===== src/design/utf8_boundary_truncating_copy_defines.svh =====
// ----------------------------------------------------------------------------
// UTF-8 truncating copy: assertion macros
// Concurrent assertion wrappers. They compile to nothing under synthesis.
// ----------------------------------------------------------------------------
`ifndef UTF8_BOUNDARY_TRUNCATING_COPY_DEFINES_SVH
`define UTF8_BOUNDARY_TRUNCATING_COPY_DEFINES_SVH

`ifndef SYNTHESIS
// Checked only while out of reset
`define U8BTC_ASSERT(name, prop, msg) \
  name: assert property (@(posedge clk_i) disable iff (!rst_ni) prop) else $error(msg);
// Checked on every edge, reset included
`define U8BTC_ASSERT_ALWAYS(name, prop, msg) \
  name: assert property (@(posedge clk_i) prop) else $error(msg);
`else
`define U8BTC_ASSERT(name, prop, msg)
`define U8BTC_ASSERT_ALWAYS(name, prop, msg)
`endif

`endif


===== src/design/u8btc_pkg.sv =====
// ----------------------------------------------------------------------------
// UTF-8 truncating copy package
// Constants, types and byte classification helpers.
// ----------------------------------------------------------------------------
`default_nettype none

package u8btc_pkg;

  // Capacity register
  localparam int unsigned CAP_W        = 9;
  localparam logic [CAP_W-1:0] CAP_RESET    = 9'd64;
  localparam logic [CAP_W-1:0] MAX_CAPACITY = 9'd256;
  localparam logic [CAP_W-1:0] MIN_CAPACITY = 9'd1;

  // APB map: one register, word aligned
  localparam int unsigned APB_AW = 3;
  localparam int unsigned APB_DW = 32;
  localparam logic [0:0]  REG_CAPACITY = 1'b0;

  // Byte classes
  localparam logic [7:0] ASCII_LIMIT = 8'h80;
  localparam logic [7:0] CONT_MASK   = 8'hC0;
  localparam logic [7:0] CONT_CODE   = 8'h80;
  localparam logic [7:0] LEAD2_MASK  = 8'hE0;
  localparam logic [7:0] LEAD2_CODE  = 8'hC0;
  localparam logic [7:0] LEAD3_MASK  = 8'hF0;
  localparam logic [7:0] LEAD3_CODE  = 8'hE0;
  localparam logic [7:0] LEAD4_MASK  = 8'hF8;
  localparam logic [7:0] LEAD4_CODE  = 8'hF0;

  // Result group queue
  localparam int unsigned GRP_BYTES = 4;
  localparam int unsigned QDEPTH    = 4;
  localparam int unsigned QPTR_W    = 2;
  localparam int unsigned QCNT_W    = 3;

  // Up to four output bytes produced by one input item
  typedef struct packed {
    logic [GRP_BYTES-1:0][7:0] bytes;
    logic [GRP_BYTES-1:0]      eoc;
    logic [1:0]                last_idx;
  } grp_t;

  // Outcome of taking a byte as the start of a sequence
  typedef struct packed {
    logic       stop_now;
    logic       emit;
    logic       hold;
    logic [2:0] len;
  } lead_dec_t;

  function automatic logic [2:0] seq_len(logic [7:0] b);
    logic [2:0] len;
    len = 3'd1;
    if (b < ASCII_LIMIT)                     len = 3'd1;
    else if ((b & LEAD2_MASK) == LEAD2_CODE) len = 3'd2;
    else if ((b & LEAD3_MASK) == LEAD3_CODE) len = 3'd3;
    else if ((b & LEAD4_MASK) == LEAD4_CODE) len = 3'd4;
    return len;
  endfunction

  function automatic logic is_cont(logic [7:0] b);
    return (b & CONT_MASK) == CONT_CODE;
  endfunction

  // Clamp the programmed capacity into the supported range
  function automatic logic [CAP_W-1:0] eff_capacity(logic [CAP_W-1:0] cap);
    logic [CAP_W-1:0] c;
    c = cap;
    if (c < MIN_CAPACITY) c = MIN_CAPACITY;
    if (c > MAX_CAPACITY) c = MAX_CAPACITY;
    return c;
  endfunction

  // Decide what a lead byte does given the bytes written so far
  function automatic lead_dec_t lead_decide(logic [CAP_W-1:0] w, logic [CAP_W-1:0] cap,
                                            logic stopped, logic [7:0] b);
    lead_dec_t       d;
    logic [CAP_W:0]  need;
    d     = '0;
    d.len = seq_len(b);
    need  = {1'b0, w} + {{(CAP_W-2){1'b0}}, d.len};
    if (!stopped) begin
      if (need >= {1'b0, cap}) begin
        d.stop_now = 1'b1;
      end else if (d.len == 3'd1) begin
        d.emit = 1'b1;
      end else begin
        d.hold = 1'b1;
      end
    end
    return d;
  endfunction

endpackage

`default_nettype wire


===== src/design/utf8_boundary_truncating_copy.sv =====
// ----------------------------------------------------------------------------
// UTF-8 truncating copy
// Copies a byte string into a destination of programmable capacity without
// splitting a multi-byte UTF-8 sequence, then appends the terminator.
// ----------------------------------------------------------------------------
// One input item is taken per clock while the result queue has room. Each item
// is resolved in the cycle it is accepted and yields zero to four result
// bytes, which are stored as one group in a four-entry queue and leave on the
// output channel one byte per clock while out_stall_i is low. Sustained rate is
// one item per cycle for items with at most one result while the output is not
// stalled; an item with several results takes one output transfer per result
// byte, and the input stalls only when all four queue entries hold groups not
// yet fully transferred. Capacity is register 0 at byte address 0 (reset 64,
// clamped into 1..256) and may be written only while the block is idle.
`default_nettype none

`include "utf8_boundary_truncating_copy_defines.svh"

module utf8_boundary_truncating_copy
  import u8btc_pkg::*;
(
  input  wire logic              clk_i,
  input  wire logic              rst_ni,
  // APB configuration port
  input  wire logic              psel,
  input  wire logic              penable,
  input  wire logic              pwrite,
  input  wire logic [APB_AW-1:0] paddr,
  input  wire logic [APB_DW-1:0] pwdata,
  output logic      [APB_DW-1:0] prdata,
  output logic                   pready,
  // Input channel
  input  wire logic              in_valid_i,
  output logic                   in_stall_o,
  input  wire logic              cmd_i,
  input  wire logic [7:0]        data_byte_i,
  // Output channel
  output logic                   out_valid_o,
  input  wire logic              out_stall_i,
  output logic      [7:0]        out_byte_o,
  output logic                   end_of_copy_o
);

  // --------------------------------------------------------------------------
  // Configuration register
  // --------------------------------------------------------------------------
  logic [CAP_W-1:0] cap_q;
  logic             cfg_wr;

  assign pready = 1'b1;
  assign cfg_wr = psel && penable && pwrite && (paddr[2] == REG_CAPACITY);
  assign prdata = (paddr[2] == REG_CAPACITY) ? {{(APB_DW-CAP_W){1'b0}}, cap_q} : '0;

  always_ff @(posedge clk_i or negedge rst_ni) begin
    if (!rst_ni) begin
      cap_q <= CAP_RESET;
    end else if (cfg_wr) begin
      cap_q <= pwdata[CAP_W-1:0];
    end
  end

  // --------------------------------------------------------------------------
  // String state
  // --------------------------------------------------------------------------
  logic [CAP_W-1:0] written_q, written_d;
  logic [7:0]       lead_q, lead_d;
  logic [1:0][7:0]  held_q, held_d;
  logic [1:0]       held_cnt_q, held_cnt_d;
  logic [2:0]       seq_q, seq_d;
  logic             stopped_q, stopped_d;

  // Queue control
  logic [QPTR_W-1:0] wr_ptr_q, rd_ptr_q;
  logic [QCNT_W-1:0] count_q;
  logic [1:0]        rd_idx_q;
  grp_t              q_mem [QDEPTH];
  grp_t              head;

  logic in_xfer, out_xfer, push, pop;

  assign in_stall_o = (count_q == QCNT_W'(QDEPTH));
  assign in_xfer    = in_valid_i && !in_stall_o;

  // --------------------------------------------------------------------------
  // Per-item resolution
  // --------------------------------------------------------------------------
  logic [CAP_W-1:0]           cap_eff;
  logic [GRP_BYTES-1:0][7:0]  slot_byte;
  logic [GRP_BYTES-1:0]       slot_eoc;
  logic [2:0]                 n_res;
  lead_dec_t                  dec_r0, dec_r1, dec_b;
  logic [CAP_W-1:0]           w0, w1;
  logic                       s0, s1;

  assign cap_eff = eff_capacity(cap_q);

  always_comb begin
    written_d  = written_q;
    lead_d     = lead_q;
    held_d     = held_q;
    held_cnt_d = held_cnt_q;
    seq_d      = seq_q;
    stopped_d  = stopped_q;
    slot_byte  = '0;
    slot_eoc   = '0;
    n_res      = 3'd0;
    w0         = written_q;
    s0         = stopped_q;
    w1         = written_q;
    s1         = stopped_q;
    dec_r0     = '0;
    dec_r1     = '0;
    dec_b      = '0;

    if (!cmd_i && (seq_q == 3'd0)) begin
      // Nothing pending: the byte starts a sequence
      dec_b = lead_decide(written_q, cap_eff, stopped_q, data_byte_i);
      if (dec_b.stop_now) stopped_d = 1'b1;
      if (dec_b.emit) begin
        slot_byte[0] = data_byte_i;
        n_res        = 3'd1;
        written_d    = written_q + 1'b1;
      end
      if (dec_b.hold) begin
        lead_d     = data_byte_i;
        seq_d      = dec_b.len;
        held_cnt_d = 2'd0;
      end
    end else if (!cmd_i && is_cont(data_byte_i)) begin
      // Continuation of the pending sequence
      if (({1'b0, held_cnt_q} + 3'd2) >= seq_q) begin
        slot_byte[n_res[1:0]] = lead_q;
        n_res = n_res + 3'd1;
        for (int i = 0; i < 2; i++) begin
          if (2'(i) < held_cnt_q) begin
            slot_byte[n_res[1:0]] = held_q[i];
            n_res = n_res + 3'd1;
          end
        end
        slot_byte[n_res[1:0]] = data_byte_i;
        n_res      = n_res + 3'd1;
        written_d  = written_q + {{(CAP_W-3){1'b0}}, seq_q};
        lead_d     = '0;
        held_d     = '0;
        held_cnt_d = 2'd0;
        seq_d      = 3'd0;
      end else begin
        held_d[held_cnt_q[0]] = data_byte_i;
        held_cnt_d            = held_cnt_q + 2'd1;
      end
    end else begin
      // Breaking byte or end item: drop the lead, replay held bytes singly
      lead_d     = '0;
      held_d     = '0;
      held_cnt_d = 2'd0;
      seq_d      = 3'd0;

      if (held_cnt_q > 2'd0) begin
        dec_r0 = lead_decide(written_q, cap_eff, stopped_q, held_q[0]);
        if (dec_r0.stop_now) s0 = 1'b1;
        if (dec_r0.emit) begin
          slot_byte[n_res[1:0]] = held_q[0];
          n_res = n_res + 3'd1;
          w0    = written_q + 1'b1;
        end
      end
      w1 = w0;
      s1 = s0;
      if (held_cnt_q > 2'd1) begin
        dec_r1 = lead_decide(w0, cap_eff, s0, held_q[1]);
        if (dec_r1.stop_now) s1 = 1'b1;
        if (dec_r1.emit) begin
          slot_byte[n_res[1:0]] = held_q[1];
          n_res = n_res + 3'd1;
          w1    = w0 + 1'b1;
        end
      end
      written_d = w1;
      stopped_d = s1;

      if (!cmd_i) begin
        dec_b = lead_decide(w1, cap_eff, s1, data_byte_i);
        if (dec_b.stop_now) stopped_d = 1'b1;
        if (dec_b.emit) begin
          slot_byte[n_res[1:0]] = data_byte_i;
          n_res     = n_res + 3'd1;
          written_d = w1 + 1'b1;
        end
        if (dec_b.hold) begin
          lead_d = data_byte_i;
          seq_d  = dec_b.len;
        end
      end else begin
        // Terminator closes the string
        slot_byte[n_res[1:0]] = 8'h00;
        slot_eoc[n_res[1:0]]  = 1'b1;
        n_res     = n_res + 3'd1;
        written_d = '0;
        stopped_d = 1'b0;
      end
    end
  end

  always_ff @(posedge clk_i or negedge rst_ni) begin
    if (!rst_ni) begin
      written_q  <= '0;
      lead_q     <= '0;
      held_q     <= '0;
      held_cnt_q <= 2'd0;
      seq_q      <= 3'd0;
      stopped_q  <= 1'b0;
    end else if (in_xfer) begin
      written_q  <= written_d;
      lead_q     <= lead_d;
      held_q     <= held_d;
      held_cnt_q <= held_cnt_d;
      seq_q      <= seq_d;
      stopped_q  <= stopped_d;
    end
  end

  // --------------------------------------------------------------------------
  // Result group queue
  // --------------------------------------------------------------------------
  grp_t grp_new;

  assign grp_new.bytes    = slot_byte;
  assign grp_new.eoc      = slot_eoc;
  assign grp_new.last_idx = 2'(n_res - 3'd1);

  assign push     = in_xfer && (n_res != 3'd0);
  assign head     = q_mem[rd_ptr_q];
  assign out_xfer = out_valid_o && !out_stall_i;
  assign pop      = out_xfer && (rd_idx_q == head.last_idx);

  always_ff @(posedge clk_i) begin
    if (push) begin
      q_mem[wr_ptr_q] <= grp_new;
    end
  end

  always_ff @(posedge clk_i or negedge rst_ni) begin
    if (!rst_ni) begin
      wr_ptr_q <= '0;
      rd_ptr_q <= '0;
      count_q  <= '0;
      rd_idx_q <= 2'd0;
    end else begin
      if (push) wr_ptr_q <= wr_ptr_q + 1'b1;
      if (pop)  rd_ptr_q <= rd_ptr_q + 1'b1;
      if (push && !pop)      count_q <= count_q + 1'b1;
      else if (pop && !push) count_q <= count_q - 1'b1;
      // Walk the bytes of the head group
      if (pop)           rd_idx_q <= 2'd0;
      else if (out_xfer) rd_idx_q <= rd_idx_q + 2'd1;
    end
  end

  // --------------------------------------------------------------------------
  // Output channel
  // --------------------------------------------------------------------------
  assign out_valid_o   = (count_q != '0);
  assign out_byte_o    = head.bytes[rd_idx_q];
  assign end_of_copy_o = head.eoc[rd_idx_q];

  // --------------------------------------------------------------------------
  // Assertions
  // --------------------------------------------------------------------------
  `U8BTC_ASSERT_ALWAYS(a_queue_bound, !rst_ni || (count_q <= QCNT_W'(QDEPTH)),
                       "result queue overflow")
  `U8BTC_ASSERT(a_eoc_last,
                out_valid_o && end_of_copy_o |-> rd_idx_q == head.last_idx,
                "terminator not last of its group")
  `U8BTC_ASSERT(a_group_drains, out_xfer && !pop |=> out_valid_o, "group dropped mid transfer")
  `U8BTC_ASSERT(a_pending_live,
                seq_q != 3'd0 |-> !stopped_q && (({1'b0, held_cnt_q} + 3'd1) < seq_q),
                "bad pending sequence state")
  `U8BTC_ASSERT(a_written_bound, written_q < MAX_CAPACITY, "written count beyond capacity")

endmodule

`default_nettype wire


===== config.mk =====
export PLATFORM = sky130hd
export DESIGN_NAME = utf8_boundary_truncating_copy
export DESIGN_NICKNAME = d
export VERILOG_FILES = /design/src/design/u8btc_pkg.sv /design/src/design/utf8_boundary_truncating_copy.sv
export VERILOG_INCLUDE_DIRS = /design/src /design/src/design
export SDC_FILE = /design/constraint.sdc
export NUM_CORES = 1
export LEC_CHECK = 0
export ABC_AREA = 1
export BUFFER_PORTS_ARGS = -buffer_cell sky130_fd_sc_hd__buf_2
export CAP_MARGIN = 10
export CORE_MARGIN = 10
export CORE_UTILIZATION = 49
export DETAILED_ROUTE_END_ITERATION = 8
export PLACE_DENSITY = 0.66
export SLEW_MARGIN = 20
export SYNTH_ARGS = -nofsm -noshare
export SYNTH_HDL_FRONTEND = slang
export SYNTH_SLANG_ARGS = --single-unit

===== constraint.sdc =====
create_clock -name clk_i -period 21.1 [get_ports clk_i]
set_input_delay 4.22 -clock clk_i [delete_from_list [all_inputs] [get_ports clk_i]]
set_output_delay 4.22 -clock clk_i [all_outputs]
set_load 0.005 [all_outputs]

==> impl_metrics.csv, run 1 <==
group,metric,value,unit
status,outcome,"finished, final reports clean",
place,dp_slack,8.65,ns
routing,routed-wl-met3,2.68,mm
timing,worst_pin_slew,1.06,ns
place,port_buffers,45,
power_and_ir_drop,swShare,44.1,%
die,core_area,0.0267,mm2
place,hpwl,25.1,mm
timing,post-route-period-util,59.6,%
final_layout,multi_input_comb_area,0.00619,mm2
setup_path,cp-start-kind,"flip-flop",
clocking,tritoncts,"yes",
power_and_ir_drop,seq_power_share,30.7,%
die,start_util,49.4,%
timing,setup_tns,0,ns
setup_path,critPathBufInv,7,
global_route,grt.total_usage,21.2,%
routing,wl,36.3,mm
synthesis,avgSynthCellArea,8.83,um2
final_layout,drive_gt1_share,10.2,%
final_layout,nets,1645,
clocking,clock-root-buffer,"clkbuf_16",
power_and_ir_drop,p_int,0.00110,W
clocking,cts_max_path_buffers,3,
die,io_pins,95,
final_layout,antenna-diode-count,0,
synthesis,ys_seq_elements,209,
routing,postRouteAntennaNets,0,
power_and_ir_drop,switchingPower,0.000863,W
routing,vias,10903,
timing,hold_violations,0,
timing,setup_viol,0,
synthesis,yosysMostFrequentCell,"nand2_1",
timing,fin_skew,0.0211,ns
clocking,htreeDepth,1,
setup_path,path_delay_family,"simple AND/OR/NAND/NOR gates",
setup_path,crit_type,"reg -> reg",
clocking,cts_hold_buf,0,
power_and_ir_drop,pwr-share-clk,20.6,%
global_route,grt_pass1_vias,10480,
clocking,insertion_delay,0.54,ns
power_and_ir_drop,power_density,136,mW/mm2
synthesis,netlist_instances,1495,
clocking,cts_buffers,23,
routing,wire_per_inst,19.4,um
timing,max-slew-margin-rel,29.4,%
synthesis,synthArstFlopShare,27.3,%
global_route,antenna_found_initial,0,
final_layout,area_growth,8.81,%
power_and_ir_drop,ir_drop,0.0720,mV
synthesis,yosysTopAreaCell,"edfxtp_1",
final_layout,stdcell_count,1874,
clocking,cts.sinks,209,
routing,dr_wl_met2,17.6,mm
global_route,grt-ovfl-total,0,
synthesis,synth_ff_type,"edfxtp_1",
power_and_ir_drop,p_comb_share,48.7,%
setup_path,cp.arrival,12.98,ns
place,globalplace.congestion,0.936,
clocking,cts_setup_buffers,0,
die,die_h,184,um
die,die-area,0.0339,mm2
place,placedCellCount,1832,
synthesis,synthTopCellsByArea,"edfxtp_1 (35%), dfrtp_1 (11%), ha_1 (6.8%)",
setup_path,cp_max_fo,21,
setup_path,cp_common_cell,"nand2_1",
setup_path,max_stage_delay,0.61,ns
synthesis,ys_warn_count,0,
routing,drt_iter0_markers,834,
timing,worst_slack,8.53,ns
synthesis,synth_cell_types,67,
synthesis,syn_area,0.0132,mm2
final_layout,n_fill_cell,2447,
die,rows,60,
timing,slew_violations,0,
global_route,grt_pass1_wl,57.2,mm
routing,top_layer,"met4",
timing,fmax,79.5,MHz
routing,drc,0,
synthesis,synth_top_area_share,34.6,%
synthesis,yosysSeqAreaShare,45.4,%
timing,period_needed,12.57,ns
final_layout,seq_area,0.00599,mm2
routing,viasPerCell,5.82,
setup_path,ff2ff_setup_slack,8.53,ns
global_route,grt_max_degree,79,
setup_path,crit_required,21.51,ns
synthesis,synthTopCellsByCount,"nand2_1 (222), nor2_1 (169), inv_1 (161)",
routing,wl_met1,14.8,mm
power_and_ir_drop,leakage,5.95,nW
worst_hold_path,min_path_type,"reg -> reg",
timing,rsz0062_at_grt,"false",
synthesis,synth-edff-count,152,
job,maxCapViolCount,0,
die,die_w,184,um
setup_path,endpoint_kind,"flip-flop",
clocking,post_cts_resized,0,
routing,firstDrtPassIters,6,
clocking,clkSlewWorstSetupHoldPaths,0.07,ns
setup_path,critPathSlowestCell,"a2111oi_2",
-- per-stage QoR --
step	utilization [%]	total power (W)	area [um2]	hold slack [ns]
2_1_floorplan	-	0.00130	13300	0.468
3_3_place_gp	50.9	0.00153	13600	0.497
3_5_place_dp	50.9	0.00156	13600	0.499
4_1_cts	53.7	0.00197	14400	0.507
5_1_grt	53.7	0.00211	14400	0.535
6_report	53.7	0.00196	14400	0.505
-- area by class of cell --
type | instances | share of cell area [%]
Multi-Input combinational cell | 1048 | 43.1
Sequential cell | 209 | 41.7
Inverter | 172 | 4.52
Clock buffer | 29 | 4.16
Tap cell | 341 | 2.97
Timing Repair Buffer | 62 | 2.46
Clock inverter | 13 | 1.07
-- placed cells by master, fill, tap and decap left out, types with 10 or more instances in the layout --
| cell | n |
|---|---|
| nor2_1 | 165 |
| clkbuf_16 | 23 |
| buf_2 | 45 |
| nand3_1 | 61 |
| dfrtp_1 | 55 |
| conb_1 | 24 |
| nand2_1 | 222 |
| nor3_1 | 30 |
| nand2_2 | 17 |
| o211ai_1 | 30 |
| inv_1 | 160 |
| nand4_1 | 25 |
| nor2_4 | 10 |
| xor2_1 | 35 |
| buf_4 | 17 |
| o21ai_0 | 112 |
| o221ai_1 | 29 |
| a21oi_1 | 82 |
| o21ai_1 | 10 |
| a31oi_1 | 16 |
| ha_1 | 72 |
| o22ai_1 | 28 |
| edfxtp_1 | 152 |
-- power by group through the flow --
stage | Combinational (W) | Sequential [W] | Clock, W
5_1_grt | 0.00108 | 0.000609 | 0.000426
6_report | 0.000954 | 0.000601 | 0.000404
3_5_place_dp | 0.000951 | 0.000608 | 0
4_1_cts | 0.000957 | 0.000601 | 0.000408
2_1_floorplan | 0.000710 | 0.000588 | 0
3_3_place_gp | 0.000925 | 0.000607 | 0
-- logic make-up after synthesis --
logic type / Yosys count / share of synthesized area (%)
adders and majority gates: 78 / 7.73
DFF: 209 / 45.4
and+or+nand+nor: 557 / 19.1
buffers and inverters: 260 / 8.63
other: 2 / 0.0569
AOI/OAI and AO/OA: 348 / 16.3
xor gates and xnor gates: 41 / 2.78
-- worst paths after layout --
kind,to,from,cells after the start
setup / recovery,count_q[2]$_DFFE_PN0P_,held_q[3]$_DFFE_PN0P_,66
min in group asynchronous,cap_q[3]$_DFFE_PN0P_,rst_ni,2
hold / removal,cap_q[6]$_DFFE_PN1P_,cap_q[6]$_DFFE_PN1P_,2
max in group asynchronous,rd_ptr_q[0]$_DFFE_PN0P_,rst_ni,2
setup reg to reg,count_q[2]$_DFFE_PN0P_,held_q[3]$_DFFE_PN0P_,66
hold reg to reg,cap_q[6]$_DFFE_PN1P_,cap_q[6]$_DFFE_PN1P_,2
-- registers in the layout, summed over array words and instances (netlist names) --
signal and cells:
cap_q 9, stopped_q 1, count_q 3, rd_ptr_q 2
written_q 9, rd_idx_q 2, held_q 16, seq_q 3
held_cnt_q 2, lead_q 8, wr_ptr_q 2, q_mem 152
-- layer usage --
layer	vias up	GRT usage (%)
met1	5188	27.1
met2	417	36.0
met5	-	0
met4	0	7.11
li1	5214	-
met3	84	2.87
-- worst min-delay path, stage by stage (launching register included) --
cell,delay [ns]
dfstp_2,0.37
inv_1,0.07
a21oi_1,0.06
Note: power is estimated with default switching activity, not from simulation.
==> inputs of run 2 (changes only) <==
--- a/config.mk
+++ b/config.mk
@@ -12,7 +12,7 @@
 export CORE_MARGIN = 10
 export CORE_UTILIZATION = 49
 export DETAILED_ROUTE_END_ITERATION = 8
-export PLACE_DENSITY = 0.66
+export PLACE_DENSITY = 0.69
 export SLEW_MARGIN = 20
 export SYNTH_ARGS = -nofsm -noshare
 export SYNTH_HDL_FRONTEND = slang
==> constraint.sdc (replaced) <==
create_clock -name clk_i -period 10.69 [get_ports clk_i]
set_input_delay 2.138 -clock clk_i [delete_from_list [all_inputs] [get_ports clk_i]]
set_output_delay 2.138 -clock clk_i [all_outputs]
set_load 0.005 [all_outputs]
==> run 2 against run 1 <==
Effect of this change:
- flip-flop and latch count stayed put
- maximum frequency is 26% higher
- clock skew is 0.0071 ns lower
- non-clock buffer count is 37 higher
- combinational power is 110% higher
- count of clock-buffer cells in the layout is 6 higher
- critical path type unchanged
- largest power group unchanged
==> impl_metrics.csv, run 2 (synthesis results as in run 1) <==
group,metric,value,unit
status,outcome,"finished, final reports clean",
setup_path,r2r_cells,70,
clocking,cts_max_path_buffers,3,
clocking,clock-root-buffer,"clkbuf_16",
timing,max-slew-margin-rel,30.7,%
worst_hold_path,whs_path_depth,2,
job,maxCapViolCount,0,
final_layout,top_register,"q_mem",
final_layout,final_cell_mix,"nand2_1 (218), nor2_1 (163), inv_1 (160)",
timing,slew_violations,0,
global_route,grt-ovfl-total,0,
setup_path,cp_common_cell,"nand2_1",
worst_hold_path,min-delay-start,"cap_q[6]$_DFFE_PN1P_",
global_route,grt_pass1_wl,56.8,mm
setup_path,critPathSlowestCell,"dfrtp_2",
global_route,antenna_found_initial,0,
clocking,cts_hold_buf,0,
setup_path,max_stage_delay,0.45,ns
final_layout,final_cell_area,0.0148,mm2
routing,wl,36.7,mm
die,core_area,0.0267,mm2
timing,hold_violations,0,
setup_path,cp_max_fo,5,
setup_path,path_delay_family,"simple AND/OR/NAND/NOR gates",
setup_path,ff2ff_setup_slack,0.68,ns
place,hpwl,25.8,mm
die,die-area,0.0339,mm2
setup_path,crit_required,11.07,ns
timing,hold_slack,0.502,ns
timing,fmax,99.9,MHz
clocking,cts_buffers,23,
final_layout,drive_gt1_share,14.2,%
timing,setup_viol,0,
setup_path,r2r_start,"held_q[5]$_DFFE_PN0P_",
die,start_util,49.4,%
routing,wire_per_inst,19.2,um
timing,post-route-period-util,93.6,%
setup_path,critPathBufInv,12,
final_layout,nets,1682,
power_and_ir_drop,ir_drop,0.167,mV
global_route,grt.total_usage,21.0,%
setup_path,cp.arrival,10.39,ns
power_and_ir_drop,power_density,271,mW/mm2
routing,firstDrtPassIters,5,
clocking,insertion_delay,0.51,ns
routing,viasPerCell,5.79,
final_layout,largest_reg_flops,152,
power_and_ir_drop,leakage,6.18,nW
final_layout,top_regs,"q_mem (152), held_q (16)",
worst_hold_path,min_path_type,"reg -> reg",
timing,worst_pin_slew,1.04,ns
routing,postRouteAntennaNets,0,
place,place_area,0.0138,mm2
place,globalplace.congestion,1.01,
setup_path,r2r-end,"count_q[2]$_DFFE_PN0P_",
clocking,cts.sinks,209,
die,rows,60,
routing,drt_iter0_markers,1123,
setup_path,crit_type,"reg -> reg",
final_layout,antenna-diode-count,0,
final_layout,area_growth,12.5,%
setup_path,cp-start-kind,"flip-flop",
clocking,htreeDepth,1,
die,io_pins,95,
die,die_h,184,um
worst_hold_path,min_to,"cap_q[6]$_DFFE_PN1P_",
clocking,tritoncts,"yes",
clocking,clkSlewWorstSetupHoldPaths,0.06,ns
routing,drc,0,
die,die_w,184,um
place,port_buffers,45,
setup_path,endpoint_kind,"flip-flop",
global_route,grt_max_degree,79,
timing,period_needed,10.01,ns
final_layout,final_common_cell,"nand2_1",
timing,fin_skew,0.0140,ns
routing,vias,11052,
global_route,grt_pass1_vias,10443,
[run 2: cell count changes in the layout (fill, tap and decap cells not counted), sizes merged]
| cell | change |
|---|---|
| clkinvlp | -1 |
| buf | +37 |
| clkinv | -6 |
| clkbuf | +6 |
| bufinv | -1 |
[run 2: worst register-to-register path: cells and delay by family, from the launching register on]
kind	cells	cell delay, ns
simple gates	34	3.04
compound gates	10	1.81
buf+inv	12	1.08
fa+ha+maj	11	3.01
flops	1	0.45
xor+xnor	3	0.49
[run 2: final cells by class]
| type | count | area (um2) |
|---|---|---|
| Fill cell | 2371 | 11900 |
| Multi-Input combinational cell | 1048 | 6320 |
| Sequential cell | 209 | 5990 |
| Clock buffer | 35 | 694 |
| Timing Repair Buffer | 99 | 681 |
| Inverter | 172 | 649 |
| Tap cell | 341 | 427 |
| Clock inverter | 5 | 78.8 |
[run 2: worst max path at each step]
stage	endpoint	start	depth (start not counted)	slack, ns
6_report	count_q[2]$_DFFE_PN0P_	held_q[5]$_DFFE_PN0P_	70	0.68
5_1_grt	count_q[2]$_DFFE_PN0P_	held_q[5]$_DFFE_PN0P_	71	-0.07
4_1_cts	count_q[2]$_DFFE_PN0P_	held_q[3]$_DFFE_PN0P_	67	0.02
3_5_place_dp	count_q[2]$_DFFE_PN0P_	held_q[3]$_DFFE_PN0P_	67	0.04
3_3_place_gp	count_q[2]$_DFFE_PN0P_	held_q[3]$_DFFE_PN0P_	67	0.30
2_1_floorplan	q_mem[0][0]$_DFFE_PP_	held_q[4]$_DFFE_PN0P_	61	-0.30
[run 2: power by group]
part           switching, W  internal (W)
sequential         0.000106       0.00108
combinational       0.00132      0.000703
clock              0.000311      0.000495
total               0.00173       0.00228
[run 2: routing by layer]
layer,share of wire [%],global-route usage [%]
met4,3.5,7.60
met1,41,27.0
met3,7.4,3.47
met2,48,35.0
met5,0,0
[run 2: through the flow]
step                      instances  power [W]  setup TNS (ns)  util [%]  worst slack (ns)
after global routing           1909    0.00432         -0.0999      55.6           -0.0702
after floorplan                1517    0.00256          -45.23         -            -0.298
after CTS                      1895    0.00396               0      54.7            0.0235
final                          1909    0.00402               0      55.6             0.680
after detailed placement       1855    0.00315               0      51.8            0.0392
after global placement         1855    0.00310               0      51.8             0.303
[run 2: timing repair]
action,4_1_cts,5_1_grt
buffers inserted,0,14
pin swaps,0,15
resized for setup,1,31
setup endpoints to repair,1,160
==> inputs of run 3 (changes only) <==
--- a/config.mk
+++ b/config.mk
@@ -9,9 +9,11 @@
 export ABC_AREA = 1
 export BUFFER_PORTS_ARGS = -buffer_cell sky130_fd_sc_hd__buf_2
 export CAP_MARGIN = 10
+export CORE_ASPECT_RATIO = 1.75
 export CORE_MARGIN = 10
 export CORE_UTILIZATION = 49
 export DETAILED_ROUTE_END_ITERATION = 8
+export HOLD_SLACK_MARGIN = 0.06
 export PLACE_DENSITY = 0.69
 export SLEW_MARGIN = 20
 export SYNTH_ARGS = -nofsm -noshare
==> run 3 against run 2 <==
Effect of this change:
- sequential share of layout area rose by 0.19 points
- wire length rose by 11%
- cell area fell by 0.47%
- register-to-register slack got worse by 0.12 ns
- critical endpoint unchanged
- combinational power rose by 4%
- clock skew rose by 0.0051 ns
- critical path type unchanged
- die area rose by 0.76%
- utilization barely moved
- flip-flop and latch count did not move
- clock power fell by 14%
==> impl_metrics.csv, run 3 (synthesis results as in run 1) <==
group,metric,value,unit
clocking,clock-root-buffer,"clkbuf_16",
global_route,grt_pass1_vias,11135,
final_layout,final_cell_mix,"nand2_1 (215), nor2_1 (162), inv_1 (159)",
die,start_util,49.6,%
clocking,cts_buffers,21,
final_layout,largest_reg_flops,152,
setup_path,endpoint_kind,"flip-flop",
timing,setup_viol,0,
power_and_ir_drop,seq_power_share,29.9,%
routing,viasPerCell,6.01,
routing,wl,40.6,mm
timing,period_needed,10.13,ns
power_and_ir_drop,report.power.total,0.00399,W
status,outcome,"finished, final reports clean",
place,globalplace.congestion,1.03,
routing,wire_per_inst,21.3,um
final_layout,top_regs,"q_mem (152), held_q (16)",
setup_path,cp-start-kind,"flip-flop",
timing,fmax,98.7,MHz
power_and_ir_drop,power_density,270,mW/mm2
die,die-area,0.0342,mm2
global_route,grt.total_usage,23.4,%
final_layout,antenna-diode-count,0,
routing,drt_iter0_markers,844,
setup_path,critPathSlowestCell,"a2111o_1",
routing,firstDrtPassIters,6,
die,rows,79,
setup_path,cp_common_cell,"nand2_1",
place,port_buffers,45,
timing,fin_skew,0.0191,ns
final_layout,top_register,"q_mem",
setup_path,max_stage_delay,0.45,ns
routing,postRouteAntennaNets,0,
die,die_h,237,um
global_route,grt_max_degree,78,
die,io_pins,95,
place,hpwl,29.0,mm
setup_path,cp.arrival,10.52,ns
routing,vias,11429,
clocking,clkSlewWorstSetupHoldPaths,0.07,ns
die,core_area,0.0266,mm2
routing,drc,0,
power_and_ir_drop,pwr-share-clk,17.3,%
clocking,cts.sinks,209,
final_layout,area_growth,12.0,%
power_and_ir_drop,ir_drop,0.173,mV
clocking,tritoncts,"yes",
die,die_w,144,um
power_and_ir_drop,leakage,6.17,nW
setup_path,crit_type,"reg -> reg",
timing,worst_pin_slew,1.06,ns
setup_path,cp_max_fo,5,
timing,slew_violations,0,
clocking,cts_max_path_buffers,3,
final_layout,final_common_cell,"nand2_1",
clocking,insertion_delay,0.52,ns
global_route,grt_pass1_wl,62.0,mm
setup_path,crit_required,11.08,ns
global_route,grt-ovfl-total,0,
clocking,cts_hold_buf,0,
job,maxCapViolCount,0,
timing,worst_slack,0.559,ns
timing,max-slew-margin-rel,29.3,%
clocking,htreeDepth,1,
power_and_ir_drop,switchingPower,0.00180,W
power_and_ir_drop,swShare,45.0,%
timing,post-route-period-util,94.8,%
global_route,antenna_found_initial,0,
timing,hold_violations,0,
worst_hold_path,min_path_type,"reg -> reg",
final_layout,nets,1694,
power_and_ir_drop,p_comb_share,52.7,%
power_and_ir_drop,p_int,0.00220,W
final_layout,drive_gt1_share,14.8,%
place,dp_slack,-0.0723,ns
-- run 3: cell types whose count changed in the layout (fill, tap and decap cells not counted), sizes merged --
cell / change
clkbuf: -9
inv: +1
clkinvlp: +1
buf: +14
bufinv: -2
clkinv: +6
-- run 3: what timing repair did --
item                       CTS  global route
setup buffers                0            12
setup endpoints to repair    2           157
gates resized for setup      2            40
pin swaps                    0            24
-- run 3: cell type report --
class / count / area, um2
fill: 2411 / 11800
multi-input combinational: 1048 / 6310
sequential: 209 / 5990
timing repair buffer: 113 / 790
inverter: 172 / 649
clock buffer: 26 / 554
tap: 324 / 405
clock inverter: 11 / 71.3
-- run 3: through the flow --
| step | area, um2 | utilization, % | hold slack, ns | instances | TNS, ns |
|---|---|---|---|---|---|
| 6_report | 14800 | 55.6 | 0.516 | 1903 | 0 |
| 5_1_grt | 14800 | 55.6 | 0.541 | 1903 | -0.164 |
| 4_1_cts | 14600 | 54.8 | 0.512 | 1891 | 0 |
| 3_5_place_dp | 13900 | 52.4 | 0.502 | 1854 | -0.0882 |
| 3_3_place_gp | 13900 | 52.4 | 0.496 | 1854 | 0 |
| 2_1_floorplan | 13300 | - | 0.468 | 1517 | -45.23 |
-- run 3: power groups by stage --
stage               clock network (W)  logic, W  registers [W]
CTS                          0.000698   0.00202        0.00119
global route                 0.000727   0.00234        0.00121
global placement                    0   0.00196        0.00120
detailed placement                  0   0.00200        0.00121
finish                       0.000692   0.00210        0.00119
floorplan                           0   0.00140        0.00116
-- run 3: path summary, 6_finish.rpt --
path,endpoint,slack (ns),start,cells past startpoint
min,cap_q[6]$_DFFE_PN1P_,0.52,cap_q[6]$_DFFE_PN1P_,2
max reg2reg,count_q[2]$_DFFE_PN0P_,0.56,held_q[6]$_DFFE_PN0P_,65
min reg2reg,cap_q[6]$_DFFE_PN1P_,0.52,cap_q[6]$_DFFE_PN1P_,2
min in group asynchronous,cap_q[3]$_DFFE_PN0P_,1.76,rst_ni,2
max,count_q[2]$_DFFE_PN0P_,0.56,held_q[6]$_DFFE_PN0P_,65
max in group asynchronous,rd_ptr_q[0]$_DFFE_PN0P_,8.29,rst_ni,2
-- run 3: layer usage --
layer	global-route usage (%)	part of all wire, %
met1	23.3	34
met2	41.4	51
met3	3.29	5.6
met4	19.5	9.3
met5	0	0
-- run 3: critical path, delay by kind of cell, from the launching register on --
kind,cells,cell delay [ns]
AOI/OAI and AO/OA,13,2.10
buffers and inverters,7,0.62
DFF,1,0.43
xor gates and xnor gates,5,0.80
and+or+nand+nor,29,2.99
adders and majority gates,11,3.01
